`src/hw/rtl/pqcm_pkg.sv`:
```
// Package: shared types, codes and constants of the portal quad corner matcher.
package pqcm_pkg;

    localparam int COORD_W = 24;
    localparam int OPND_W  = 27;
    localparam int PROD_W  = 2 * OPND_W;
    localparam int ACC_W   = 56;
    localparam int SQ_IN_W  = 48;
    localparam int SQ_OUT_W = SQ_IN_W / 2;
    localparam int LSUM_W  = SQ_OUT_W + 1;
    localparam int TOL_W   = 26;
    localparam int SURF_W  = 15;

    localparam logic [2:0] MODE_ENT_C  = 3'd0;
    localparam logic [2:0] MODE_ENT_F  = 3'd1;
    localparam logic [2:0] MODE_ENT_S  = 3'd2;
    localparam logic [2:0] MODE_SEAM_C = 3'd3;
    localparam logic [2:0] MODE_SEAM_F = 3'd4;
    localparam logic [2:0] MODE_SEAM_S = 3'd5;

    localparam logic [1:0] STATUS_NONE   = 2'd0;
    localparam logic [1:0] STATUS_UNIQUE = 2'd1;
    localparam logic [1:0] STATUS_AMBIG  = 2'd2;

    localparam logic [1:0] CFG_POS_TERM = 2'd0;
    localparam logic [1:0] CFG_ROT_GAIN = 2'd1;

    typedef enum logic [2:0] {
        S_IDLE,
        S_DIST,
        S_SQRT,
        S_GAIN,
        S_TOL,
        S_PAIR_SEL,
        S_FINISH
    } state_t;

    typedef struct packed {
        logic [2:0]         mode;
        logic signed [23:0] x;
        logic signed [23:0] y;
        logic signed [23:0] z;
        logic [15:0]        world_id;
        logic               crosses;
        logic signed [15:0] surface;
        logic               last_seam;
    } in_item_t;

    typedef struct packed {
        logic [1:0]        status;
        logic [SURF_W-1:0] match_surface;
    } out_item_t;

    typedef struct packed {
        logic               start;
        logic [SQ_IN_W-1:0] value;
    } sq_req_t;

    typedef struct packed {
        logic                done;
        logic [SQ_OUT_W-1:0] root;
    } sq_rsp_t;

endpackage

```
`src/hw/rtl/pqcm_mul.sv`:
```
// Shared signed multiplier with registered product.
module pqcm_mul (
    input  logic                                 clk,
    input  logic signed [pqcm_pkg::OPND_W-1:0]   opa,
    input  logic signed [pqcm_pkg::OPND_W-1:0]   opb,
    output logic signed [pqcm_pkg::PROD_W-1:0]   prod
);
    import pqcm_pkg::*;

    logic signed [PROD_W-1:0] prod_reg;

    always_ff @(posedge clk)
    begin
        prod_reg <= opa * opb;
    end

    assign prod = prod_reg;

endmodule

```
`config.mk`:
```
export PLATFORM = sky130hd
export DESIGN_NAME = pqcm_mul
export DESIGN_NICKNAME = d
export VERILOG_FILES = /design/src/hw/rtl/pqcm_pkg.sv /design/src/hw/rtl/pqcm_mul.sv
export SDC_FILE = /design/constraint.sdc
export NUM_CORES = 2
export LEC_CHECK = 0
export ABC_AREA = 1
export BUFFER_PORTS_ARGS = -buffer_cell sky130_fd_sc_hd__buf_2
export CAP_MARGIN = 20
export CORE_AREA = 4 4 201 242
export DETAILED_ROUTE_END_ITERATION = 16
export DIE_AREA = 0 0 205 246
export PLACE_DENSITY_LB_ADDON = 0.25
export SYNTH_ARGS = -nofsm -noshare
export SYNTH_HDL_FRONTEND = slang
export SYNTH_SLANG_ARGS = --single-unit
```
`constraint.sdc`:
```
create_clock -name clk -period 25.1 [get_ports clk]
set_input_delay 6.275 -clock clk [delete_from_list [all_inputs] [get_ports clk]]
set_output_delay 6.275 -clock clk [all_outputs]
set_load 0.01 [all_outputs]
```
; Word-level counts from Yosys, hierarchy flattened
; Cells that the tools add are included.
; Widths: inputs -> output; s select.
[word_totals]
ff_bits = 54
inputBits = 55
out_inout_bits = 54
elab_cells = 2
[op_classes]
n_mul = 1
[ops]
columns = operator, n
row1 = $mul 27x27->54, 1

; Longest topological paths before layout
[logic_depth]
depth_word = 1
ltp_mapped = 31
ltp_nobuf = 29

; Worst setup path before layout
; Ideal clock, no wire load.
[synth_timing]
path_type = input to register
start = input opa[26] (netlist bit)
end = register prod_reg[53] (netlist: prod[53])
setup_time_ps = 112
t_arrival_ps = 12365
required_ps = 24988
setup_slack_ps = 12623
stages = 25
n_path_buf = 2
path_cell_list = clkbuf_1 > clkbuf_1 > nand2_1 > inv_1 > fa_1 > fa_1 > inv_1 > fa_1 > inv_1 > fa_1 > fa_1 > inv_1 > fa_1 > inv_1 > fa_1 > ha_1 > nand2_1 > nor2_1 > nand2_1 > nor2_1 > nand2_1 > a21oi_1 > nor2_1 > nand2_1 > nand2_1
[synth_via]
elab_chain_len = 1
[synth_lines]
columns = element, line
row1 = "start, declared", pqcm_mul.sv:4  ; input logic signed [pqcm_pkg::OPND_W-1:0] opa,
row2 = $mul 27x27->54, pqcm_mul.sv:14  ; prod_reg <= opa * opb;
row3 = "end signal, assigned", pqcm_mul.sv:14
row4 = "end, declared", pqcm_mul.sv:10  ; logic signed [PROD_W-1:0] prod_reg;
; No other way between the ends.

; Worst setup path after layout
[layout_timing]
start = input opa[26] (netlist bit)
end = register prod_reg[41] (netlist: prod[41])
; The elaborated chain is that of the path after synthesis.

==> results.md <==
* Port-buffer cells at 108
* Async set-reset flop share out of synthesis at 0%
* CORE AREA at between 0.04 and 0.05 mm^2
* Largest net degree at the start of global routing at 29
* Via Count at 23100
* Nets@finish at 4789
* Synth Register Bits at 54
* CTS tree: done
* Post-Syn Area at 0.0297 mm^2
* Starting density of the core at 64.7%
* Global-route wire length before repair at around 130000 um
* Violation count after the first detailed-route iteration at 1537
* Post-synth top area share at 51.2%
* Ranking of synthesized cells by area: fa_1, inv_1, nand2_1
* Commonest cells in the netlist: inv_1, nand2_1, fa_1, clkbuf_1, ha_1
* Max FFs per register at 54
* Crit-path cells: buf_2 > nand2_1 > inv_1 > fa_1 > fa_1 > fa_1 > ha_1 > inv_1 > fa_1 > inv_1 > fa_1 > inv_1 > fa_1 > inv_1 > ha_1 > nand2_2 > nor2_1 > nand2_1 > nor3_1 > nand3b_1 > nand4_1 > nand2_1
* Sequential area share after synthesis at 3.64%
* Synth Flop Type: dfxtp_1
* Worst Path Required at 25.31 ns
* Synth warn at 0
* Slew Limit Fails at 0
* Final WL at 78300 um
* Hold Crit Start: opa[0]
* Post-CTS Resized at 0
* Gr ovfl total at 0
* Syn Nets at around 4800
* Crit-path max FO at 27
* Routability cong. at 0.982
* Syn Area/Cell at between 7 and 8 um^2
* Die height at 246 um
* # hold bufs at CTS at 0
* Dpl hpwl at between 60000 and 70000 um
* Fin. Hold Viols at 0
* Average via count per standard cell at between 5 and 6
* Worst Path Buf+Inv at 6
* Post-Layout Inst Area at about 0.031 mm^2
* Area leader, netlist: fa_1
* Routed len/inst at approximately 18 um
* Setup crit end kind: flip-flop
* First-pass DRT Iterations at 6
* Setup WS pre-CTS at ~12 ns
* Max Cap Viol at 0
* Antenna Violating Nets Remaining at 0
* Crit path largest cell delay at 0.73 ns
* Most used cell, CP: fa_1
* Post-Route Setup TNS at 0 ns
* Post-synth EDFFs at 0
* Die area at about 0.05 mm^2
* Slew @ Worst Pin at roughly 0.86 ns
* Clock root buffer: clkbuf_16
* Crit-path slowest cell: fa_1
* Top delay family on crit path: adder cells
* Critical path depth in cells at 22
* Critical path class: primary input to flip-flop
* Tot GR Track Use at about 33%
* Setup Fix Bufs, Post-CTS at 0
* Hold path depth at 3
* RSZ-0062 raised after global routing: no
* Most frequent cell after synthesis: inv_1
* Max Freq at 77.2 MHz
* Worst Setup Slack, final at 12.14 ns
* Number of H-tree levels at 2
* Num CTS Buffers at 5
* Sink Count at 54
* Vias in the first global route at roughly 25000
* Fin crit period at 12.96 ns
* DRC viols at 0
* Clock Tree Buf Depth at 2
* Setup Viol. Count Final at 0
* Clk slew on worst S/H paths at 0.08 ns
* P&R area growth vs syn at 3.03%
* Die W at 205 um
* Yosys cell types at 29
* CP arrival at 13.16 ns
* Hold WC Path Type: primary input to flip-flop
* DP Area at 0.0305 mm^2
* Period utilization at 51.6%
* Top Ports at 109
* Mapped Cells at 3858
* Crit. Startpoint: opa[26]
* Cell row count at 86
* Status: finished clean
* Ratio of cells with drive above 1 in the final layout at 4.59%
* Slew HR at between 40% and 50%
* Initial antenna violation count at 3
* Element type at the critical path start: primary input
-- cell families after synthesis --
logic type,count (synthesis),share of synthesized area [%]
simple gates,1309,17.5
fa+ha+maj,919,57.9
buf+inv,1475,18.6
xor+xnor,41,1.21
compound gates,60,1.10
flops,54,3.64
-- final timing paths --
path | end | slack [ns]
max | prod[41] | 12.14
min | prod[0] | 6.50
-- placed cells by master, fill, tap and decap left out, types with 6 or more instances in the layout --
master | netlist | routed
inv_1 | 1306 | 1306
nand2_1 | 1096 | 1096
fa_1 | 761 | 761
ha_1 | 158 | 158
buf_2 | 0 | 108
nor2_1 | 89 | 89
dfxtp_1 | 54 | 54
nand3_1 | 46 | 46
a21oi_1 | 43 | 43
xor2_1 | 26 | 26
nand4_1 | 17 | 17
nand2_2 | 15 | 15
xnor2_1 | 15 | 15
nor2_2 | 14 | 14
nor3_1 | 9 | 9
o21bai_1 | 7 | 7
o21ai_0 | 7 | 7
inv_2 | 7 | 7
nor2_4 | 6 | 6
-- tightest hold or removal path: stages --
cell and delay, ns:
buf_2 0.31, nand2_1 0.13, inv_1 0.05
-- layout make-up --
| cell class | instances | area [um^2] |
|---|---|---|
| tap | 616 | 771 |
| antenna | 2 | 5.00 |
| sequential | 54 | 1080 |
| timing repair buffer | 111 | 563 |
| clock buffer | 6 | 129 |
| multi-input combinational | 2329 | 23100 |
| inverter | 1314 | 4930 |
| fill | 4016 | 15300 |
| clock inverter | 2 | 37.5 |
-- through the flow --
stage | std cells | hold slack [ns] | utilization [%]
6_report | 4434 | 6.50 | 66.7
5_1_grt | 4434 | 6.54 | 66.7
4_1_cts | 4432 | 6.49 | 66.7
3_5_place_dp | 4424 | 6.67 | 66.3
2_1_floorplan | 3858 | 6.58 | -
3_3_place_gp | 4424 | 6.67 | 66.3
-- per-layer routing --
metal	vias up	wire length, um	track usage [%]
li1	10400	-	-
met1	11400	27400	38.5
met2	1028	40400	59.1
met3	288	5530	4.21
met4	2	4880	16.0
met5	-	20	0
Power is left out: the tool's default activity adds up to more than one toggle a clock period on the data nets, which glitch-free logic cannot reach.
