`config.mk`:
```
export PLATFORM = sky130hd
export DESIGN_NAME = pqcm_isqrt
export DESIGN_NICKNAME = d
export VERILOG_FILES = /design/src/hw/rtl/pqcm_pkg.sv /design/src/hw/rtl/pqcm_isqrt.sv
export SDC_FILE = /design/constraint.sdc
export NUM_CORES = 1
export LEC_CHECK = 0
export BUFFER_PORTS_ARGS = -buffer_cell sky130_fd_sc_hd__buf_4
export CELL_PAD_IN_SITES_DETAIL_PLACEMENT = 1
export CELL_PAD_IN_SITES_GLOBAL_PLACEMENT = 2
export CORE_UTILIZATION = 41
export CTS_CLUSTER_SIZE = 28
export DETAILED_ROUTE_END_ITERATION = 6
export GPL_TIMING_DRIVEN = 1
export PLACE_DENSITY = 0.93
export SLEW_MARGIN = 20
export SYNTH_ARGS = -nofsm -noshare
export SYNTH_HDL_FRONTEND = slang
export SYNTH_SLANG_ARGS = --single-unit
```
`constraint.sdc`:
```
create_clock -name clk -period 25.3 [get_ports clk]
set_input_delay 3.795 -clock clk [delete_from_list [all_inputs] [get_ports clk]]
set_output_delay 3.795 -clock clk [all_outputs]
set_load 0.05 [all_outputs]
```
`src/hw/rtl/pqcm_pkg.sv`:
```
// Package: shared types, codes and constants of the portal quad corner matcher.
package pqcm_pkg;

    localparam int COORD_W = 24;
    localparam int OPND_W  = 27;
    localparam int PROD_W  = 2 * OPND_W;
    localparam int ACC_W   = 56;
    localparam int SQ_IN_W  = 48;
    localparam int SQ_OUT_W = SQ_IN_W / 2;
    localparam int LSUM_W  = SQ_OUT_W + 1;
    localparam int TOL_W   = 26;
    localparam int SURF_W  = 15;

    localparam logic [2:0] MODE_ENT_C  = 3'd0;
    localparam logic [2:0] MODE_ENT_F  = 3'd1;
    localparam logic [2:0] MODE_ENT_S  = 3'd2;
    localparam logic [2:0] MODE_SEAM_C = 3'd3;
    localparam logic [2:0] MODE_SEAM_F = 3'd4;
    localparam logic [2:0] MODE_SEAM_S = 3'd5;

    localparam logic [1:0] STATUS_NONE   = 2'd0;
    localparam logic [1:0] STATUS_UNIQUE = 2'd1;
    localparam logic [1:0] STATUS_AMBIG  = 2'd2;

    localparam logic [1:0] CFG_POS_TERM = 2'd0;
    localparam logic [1:0] CFG_ROT_GAIN = 2'd1;

    typedef enum logic [2:0] {
        S_IDLE,
        S_DIST,
        S_SQRT,
        S_GAIN,
        S_TOL,
        S_PAIR_SEL,
        S_FINISH
    } state_t;

    typedef struct packed {
        logic [2:0]         mode;
        logic signed [23:0] x;
        logic signed [23:0] y;
        logic signed [23:0] z;
        logic [15:0]        world_id;
        logic               crosses;
        logic signed [15:0] surface;
        logic               last_seam;
    } in_item_t;

    typedef struct packed {
        logic [1:0]        status;
        logic [SURF_W-1:0] match_surface;
    } out_item_t;

    typedef struct packed {
        logic               start;
        logic [SQ_IN_W-1:0] value;
    } sq_req_t;

    typedef struct packed {
        logic                done;
        logic [SQ_OUT_W-1:0] root;
    } sq_rsp_t;

endpackage

```
`src/hw/rtl/pqcm_isqrt.sv`:
```
// Iterative integer square root, one result bit per cycle.
module pqcm_isqrt (
    input  logic              clk,
    input  logic              rst_n,
    input  pqcm_pkg::sq_req_t req,
    output pqcm_pkg::sq_rsp_t rsp
);
    import pqcm_pkg::*;

    localparam int CNT_W = $clog2(SQ_OUT_W);

    logic [SQ_IN_W-1:0] n_reg, n_next;
    logic [SQ_IN_W-1:0] root_reg, root_next;
    logic [SQ_IN_W-1:0] bit_reg, bit_next;
    logic [CNT_W-1:0]   cnt_reg, cnt_next;
    logic               busy_reg, busy_next;
    logic               done_reg, done_next;
    logic [SQ_IN_W:0]   trial;

    always_comb
    begin
        n_next    = n_reg;
        root_next = root_reg;
        bit_next  = bit_reg;
        cnt_next  = cnt_reg;
        busy_next = busy_reg;
        done_next = 1'b0;
        trial     = {1'b0, root_reg} + {1'b0, bit_reg};
        if (req.start)
        begin
            n_next    = req.value;
            root_next = '0;
            bit_next  = SQ_IN_W'(1) << (SQ_IN_W - 2);
            cnt_next  = '0;
            busy_next = 1'b1;
        end
        else if (busy_reg)
        begin
            if ({1'b0, n_reg} >= trial)
            begin
                n_next    = n_reg - trial[SQ_IN_W-1:0];
                root_next = (root_reg >> 1) + bit_reg;
            end
            else
            begin
                root_next = root_reg >> 1;
            end
            bit_next = bit_reg >> 2;
            cnt_next = cnt_reg + 1'b1;
            if (cnt_reg == CNT_W'(SQ_OUT_W - 1))
            begin
                busy_next = 1'b0;
                done_next = 1'b1;
            end
        end
    end

    always_ff @(posedge clk or negedge rst_n)
    begin
        if (!rst_n)
        begin
            busy_reg <= 1'b0;
            done_reg <= 1'b0;
            cnt_reg  <= '0;
        end
        else
        begin
            busy_reg <= busy_next;
            done_reg <= done_next;
            cnt_reg  <= cnt_next;
        end
    end

    always_ff @(posedge clk)
    begin
        n_reg    <= n_next;
        root_reg <= root_next;
        bit_reg  <= bit_next;
    end

    assign rsp.done = done_reg;
    assign rsp.root = root_reg[SQ_OUT_W-1:0];

endmodule

```
=== After elaboration in Yosys (flattened, before gate mapping) ===
Index checks and enable logic that the tools add are counted.

* Register bits: 127
* Input port bits: 51

* Muxes and demuxes: 12
* Add/subtract/negate cells: 4
* Equal/unequal tests: 1
* $lt $le $gt $ge: 1
* Reductions and logical operators: 3

{| class="wikitable"
|+ Operators with widths
! cell !! number
|-
| 48-bit 2-to-1 mux || 4
|-
| 48-bit by 47-bit adder with 49-bit output || 1
|-
| 48-bit by 49-bit greater-or-equal comparator with 1-bit output || 1
|-
| 47-bit by 47-bit adder with 48-bit output || 1
|-
| 48-bit subtractor || 1
|-
| 5-bit 2-to-1 mux || 2
|-
| 1-bit 2-to-1 mux || 6
|-
| 5-bit by 1-bit adder with 5-bit output, second input constant || 1
|-
| 5-bit == test, second input constant || 1
|-
| 2-bit nonzero test || 2
|-
| 2-bit AND reduction || 1
|}

=== Depth between registers and ports, before layout ===
* Word-level depth: 5
* Gate-level depth with buffers: 24
* Mapped depth without buffers: 21

=== Worst setup path after synthesis ===
No wires, ideal clock.

* Path type: register to register
* Start: register root_reg[2]
* End: register n_reg[0], enable pin
* Stages on the path, launching flop included: 23
* Library setup time: 0.520 ns
* Arrival: 8.041 ns
* Required time: 24.780 ns
* Path slack: 16.739 ns
* Cells stage by stage: dfxtp_1 ha_1 a311o_1 a41oi_1 nor4_1 o211a_1 or3_1 a21oi_1 o31ai_1 a31oi_1 xor2_1 ha_1 buf_2 nand4_1 nor4_1 nand4_1 a21oi_1 a211oi_1 nor2_1 o21ai_4 buf_6 buf_2 o21ai_0

* Longest elaborated chain between the ends: 4

{| class="wikitable"
|+ Ends and longest elaborated chain
! item !! line !! text
|-
| start: declaration || pqcm_isqrt.sv:13 || <nowiki>logic [SQ_IN_W-1:0] root_reg, root_next;</nowiki>
|-
| start signal: assignment || pqcm_isqrt.sv:77 || <nowiki>root_reg <= root_next;</nowiki>
|-
| 48-bit by 47-bit adder with 49-bit output || pqcm_isqrt.sv:28 || <nowiki>trial = {1'b0, root_reg} + {1'b0, bit_reg};</nowiki>
|-
| 48-bit by 49-bit greater-or-equal comparator with 1-bit output || pqcm_isqrt.sv:39 || <nowiki>if ({1'b0, n_reg} >= trial)</nowiki>
|-
| 2-bit nonzero test (no line) || - ||
|-
| 2-bit AND reduction (no line) || - ||
|-
| end signal: assignment || pqcm_isqrt.sv:76 || <nowiki>n_reg <= n_next;</nowiki>
|-
| end: declaration || pqcm_isqrt.sv:12 || <nowiki>logic [SQ_IN_W-1:0] n_reg, n_next;</nowiki>
|}

No other way between the ends.
A chain may end at the register's enable or synchronous reset.

=== Final worst setup path ===
* Start: register root_reg[2]
* End: register n_reg[42], enable pin

The elaborated chain is that of the path after synthesis.

==> out/results.tsv <==
stage	metric	value	unit
synthesis	Cell variety after synth	82	
worst_setup_path	startpoint types	flop	
floorplanning	Core Footprint	28000	sq um
timing	Worst-Margin Slew	982	ps
clocking	clock slew seen by the registers of the worst setup and hold paths	60	ps
clocking	number of H-tree branching levels	4	
grt	leftover overflow at the end of global routing	0	
power_and_ir_drop	Sw Share	46.1	%
worst_setup_path	type of the worst setup path	flop to flop	
hold_path	Hold Path Class	flop to flop	
power_and_ir_drop	leakage	0.00515	uW
synthesis	share of flip-flops with an asynchronous set or reset after synthesis	5.51	%
hold_path	WHS Path Cells	2	
power_and_ir_drop	Flop pwr share	24.2	%
floorplanning	effective utilization at floorplan	41.9	%
cells_and_area	fraction of layout cells with a size suffix above 1	11.1	%
clocking	clock buffer count from CTS	17	
clocking	CTS Hold Bufs	0	
power_and_ir_drop	Comb power frac	56.8	%
power_and_ir_drop	VDD IR max	51.4	uV
grt	first-pass GRT wire length	60.0	mm
synthesis	prevailing post-synth register cell	sky130_fd_sc_hd__dfxtp_1	
power_and_ir_drop	part of the power in the clock network	18.9	%
cells_and_area	Antenna Cells	0	
timing	final critical-path required period	6990	ps
synthesis	Yosys reg bits	127	
run_status	result of the run	completed	
worst_setup_path	CP max FO	60	
worst_setup_path	Critical Path Slowest Stage Cell	sky130_fd_sc_hd__buf_4	
grt	largest net degree at the start of global routing	82	
power_and_ir_drop	Cell Int Power	714	uW
routing	count of vias placed by the detailed router	11100	
worst_setup_path	sum of buffers and inverters on the critical path	2	
synthesis	average footprint of a synthesized cell	8.01	sq um
timing	portion of the clock cycle consumed by the worst path in the final layout	27.6	%
worst_setup_path	crit path launch	root_reg[2]	
clocking	post-cts resize count	0	
worst_setup_path	required arrival time at the worst endpoint	25360	ps
clocking	CTS tree	yes	
timing	final count of negative-setup-slack endpoints	0	
floorplanning	Placement Rows	61	
synthesis	synthesized netlist net count	1617	
routing	WL final	36.8	mm
hold_path	hold path endpoint	root_reg[0]	
power_and_ir_drop	cell area power density	103	nW/um^2
cells_and_area	Layout Cell Area excl Fill	12800	sq um
cells_and_area	post-route insts no fill	1843	
cells_and_area	post-layout net count	1603	
timing	setup_tns	0	ps
place	count of buffers inserted at the top-level ports	75	
synthesis	Synth Warn #	0	
worst_setup_path	crit path capture type	flop	
timing	max-slew violation count	0	
flow_run	max-cap violation count	0	
worst_setup_path	dominant delay contributor by cell family on the critical path	compound AO/OA/AOI/OAI gates	
worst_setup_path	slack of the worst reg-to-reg path	18310	ps
clocking	master cell of the clock root buffer	sky130_fd_sc_hd__clkbuf_16	
clocking	post-CTS repair timing setup buffer count	0	
synthesis	area of the mapped netlist	11700	sq um
place	placed instance area	12300	sq um
routing	Avg WL per Cell	20.0	um
worst_setup_path	launching point of the worst reg2reg path	root_reg[2]	
grt	total routing resource utilization after global routing	25.9	%
floorplanning	num ports	76	
timing	worst rel slew slack	33.7	%
routing	post-route DRC violation count	0	
worst_setup_path	critical-path cell list	ha_1 > a311o_1 > a41oi_1 > nor4_1 > o211a_1 > or3_1 > a21oi_1 > o31ai_1 > a31oi_1 > xor2_1 > ha_1 > nand4_1 > nor4_1 > nand4_1 > a21oi_1 > a211oi_1 > nor2_1 > o21ai_4 > buf_4 > o21ai_4 > buf_4	
timing	final worst clock skew	14.3	ps
place	placer congestion estimate	0.880	
floorplanning	Die Wd	171	um
cells_and_area	commonest cells after routing, fill and taps aside	sky130_fd_sc_hd__nand2_1 (150), sky130_fd_sc_hd__nor2_1 (135), sky130_fd_sc_hd__o21ai_0 (116), sky130_fd_sc_hd__ha_1 (99), sky130_fd_sc_hd__a21oi_1 (86)	
timing	unrepaired setup endpoints after global routing	false	
clocking	number of clock sinks seen by CTS	127	
routing	violation count after the first detailed-routing iteration	510	
synthesis	sequential share of the synthesized area	26.0	%
hold_path	startpoint of the lowest-slack hold path	root_reg[0]	
clocking	Skew-Pair Late Insertion Delay	440	ps
timing	final-report hold violation count	0	
clocking	Max clock buf depth	2	
timing	maximum achievable frequency	143	MHz
cells_and_area	most common cell after layout, fill and taps aside	sky130_fd_sc_hd__nand2_1	
place	instance count after placement with tap cells included	1811	
routing	remaining number of nets flagged by the antenna check after routing	0	
grt	number of global-route vias before repair	11300	
synthesis	count of flip-flops with a built-in enable after synthesis	48	
floorplanning	die height	171	um
place	DPL Wire Length	26.9	mm
cells_and_area	area growth from synthesis to final layout	9.26	%
power_and_ir_drop	Switch Pwr	610	uW
synthesis	gate count after technology mapping	1466	
worst_setup_path	worst path arrival time	7050	ps
routing	length of the first detailed-routing pass in iterations	5	
worst_setup_path	logic depth of the worst register-to-register path	21	
timing	worst hold slack after final layout	538	ps
worst_setup_path	stage delay of the slowest cell on the critical path	560	ps
routing	via count normalized by instance count	6.05	
floorplanning	die outline area	29300	sq um
grt	initial antenna violation count	0	
worst_setup_path	R2R Path End	n_reg[42]	
cell usage after synthesis, types with 8 or more instances:
library cell,count,area (sq um)
sky130_fd_sc_hd__o21ai_0,117,586
sky130_fd_sc_hd__or2_2,14,87.6
sky130_fd_sc_hd__xor2_1,48,420
sky130_fd_sc_hd__mux2_2,8,90.1
sky130_fd_sc_hd__a31oi_1,46,288
sky130_fd_sc_hd__edfxtp_1,48,1440
sky130_fd_sc_hd__nand3_1,37,185
sky130_fd_sc_hd__ha_1,99,1240
sky130_fd_sc_hd__nand4_1,39,244
sky130_fd_sc_hd__o21a_1,11,82.6
sky130_fd_sc_hd__nor2b_1,12,75.1
sky130_fd_sc_hd__o21bai_1,23,173
sky130_fd_sc_hd__a211oi_1,15,113
sky130_fd_sc_hd__mux2i_1,38,380
sky130_fd_sc_hd__nand2_1,150,563
sky130_fd_sc_hd__a311oi_1,30,263
sky130_fd_sc_hd__buf_4,27,203
sky130_fd_sc_hd__nand2b_1,11,68.8
sky130_fd_sc_hd__buf_2,14,70.1
sky130_fd_sc_hd__nor4_1,9,56.3
sky130_fd_sc_hd__nor2_1,135,507
sky130_fd_sc_hd__xnor2_1,46,403
sky130_fd_sc_hd__nor3_1,24,120
sky130_fd_sc_hd__or3_1,29,181
sky130_fd_sc_hd__clkbuf_1,62,233
sky130_fd_sc_hd__a21oi_1,86,430
sky130_fd_sc_hd__o31ai_1,27,203
sky130_fd_sc_hd__o311ai_0,8,70.1
sky130_fd_sc_hd__a31o_2,8,70.1
sky130_fd_sc_hd__inv_1,30,113
sky130_fd_sc_hd__dfxtp_1,72,1440
sky130_fd_sc_hd__a21o_1,25,188
stage by stage:
stage          setup slack, ps  power (uW)  util [%]
3_5_place_dp             18480        1060      43.8
3_3_place_gp             18660        1040      43.8
2_1_floorplan            16740         896         -
5_1_grt                  17830        1420      45.8
4_1_cts                  18310        1320      45.8
6_report                 18310        1320      45.8
power groups by stage:
stage	clock network, uW	logic [uW]	registers [uW]
6_report	251	752	321
5_1_grt	262	832	327
4_1_cts	256	747	321
3_5_place_dp	0	738	324
3_3_place_gp	0	719	324
2_1_floorplan	0	585	312
metal layers:
metal  GRT usage (%)  part of all wire (%)  up-vias
met5               0                     0        -
met1            32.6                    46     5500
met2            46.7                    50      180
li1                -                     -     5429
met4            6.17                   1.4        0
met3            3.04                   2.9       35
worst max path at each step:
stage                           end  cells past startpoint
after global placement    n_reg[37]                     21
after global routing      n_reg[42]                     21
final                     n_reg[42]                     21
after floorplan            n_reg[0]                     22
after CTS                 n_reg[43]                     21
after detailed placement  n_reg[43]                     21
cell families (layout without fill, tap and decap cells):
kind of cell	Yosys count	count (layout)	synth area share, %
AOI/OAI and AO/OA	466	466	26.7
xor gates and xnor gates	94	94	7.01
adders and majority gates	100	100	10.7
buffers and inverters	144	143	5.90
DFF	127	127	26.0
muxes	46	46	4.01
and+or+nand+nor	489	489	19.6
tightest hold or removal path, stage by stage, from the launching register on:
cell	delay [ps]
sky130_fd_sc_hd__dfxtp_1	330
sky130_fd_sc_hd__nor2_1	100
sky130_fd_sc_hd__a311oi_1	60
layout make-up:
class                   count  area [sq um]
flip-flops and latches    127          3060
well taps                 378           473
repair buffers             80           601
fillers                  3463         15200
clock inverters            13           136
multi-input cells        1195          8010
inverters                  31           116
clock buffers              19           433
No activity file was read; power rests on OpenSTA's default activity.
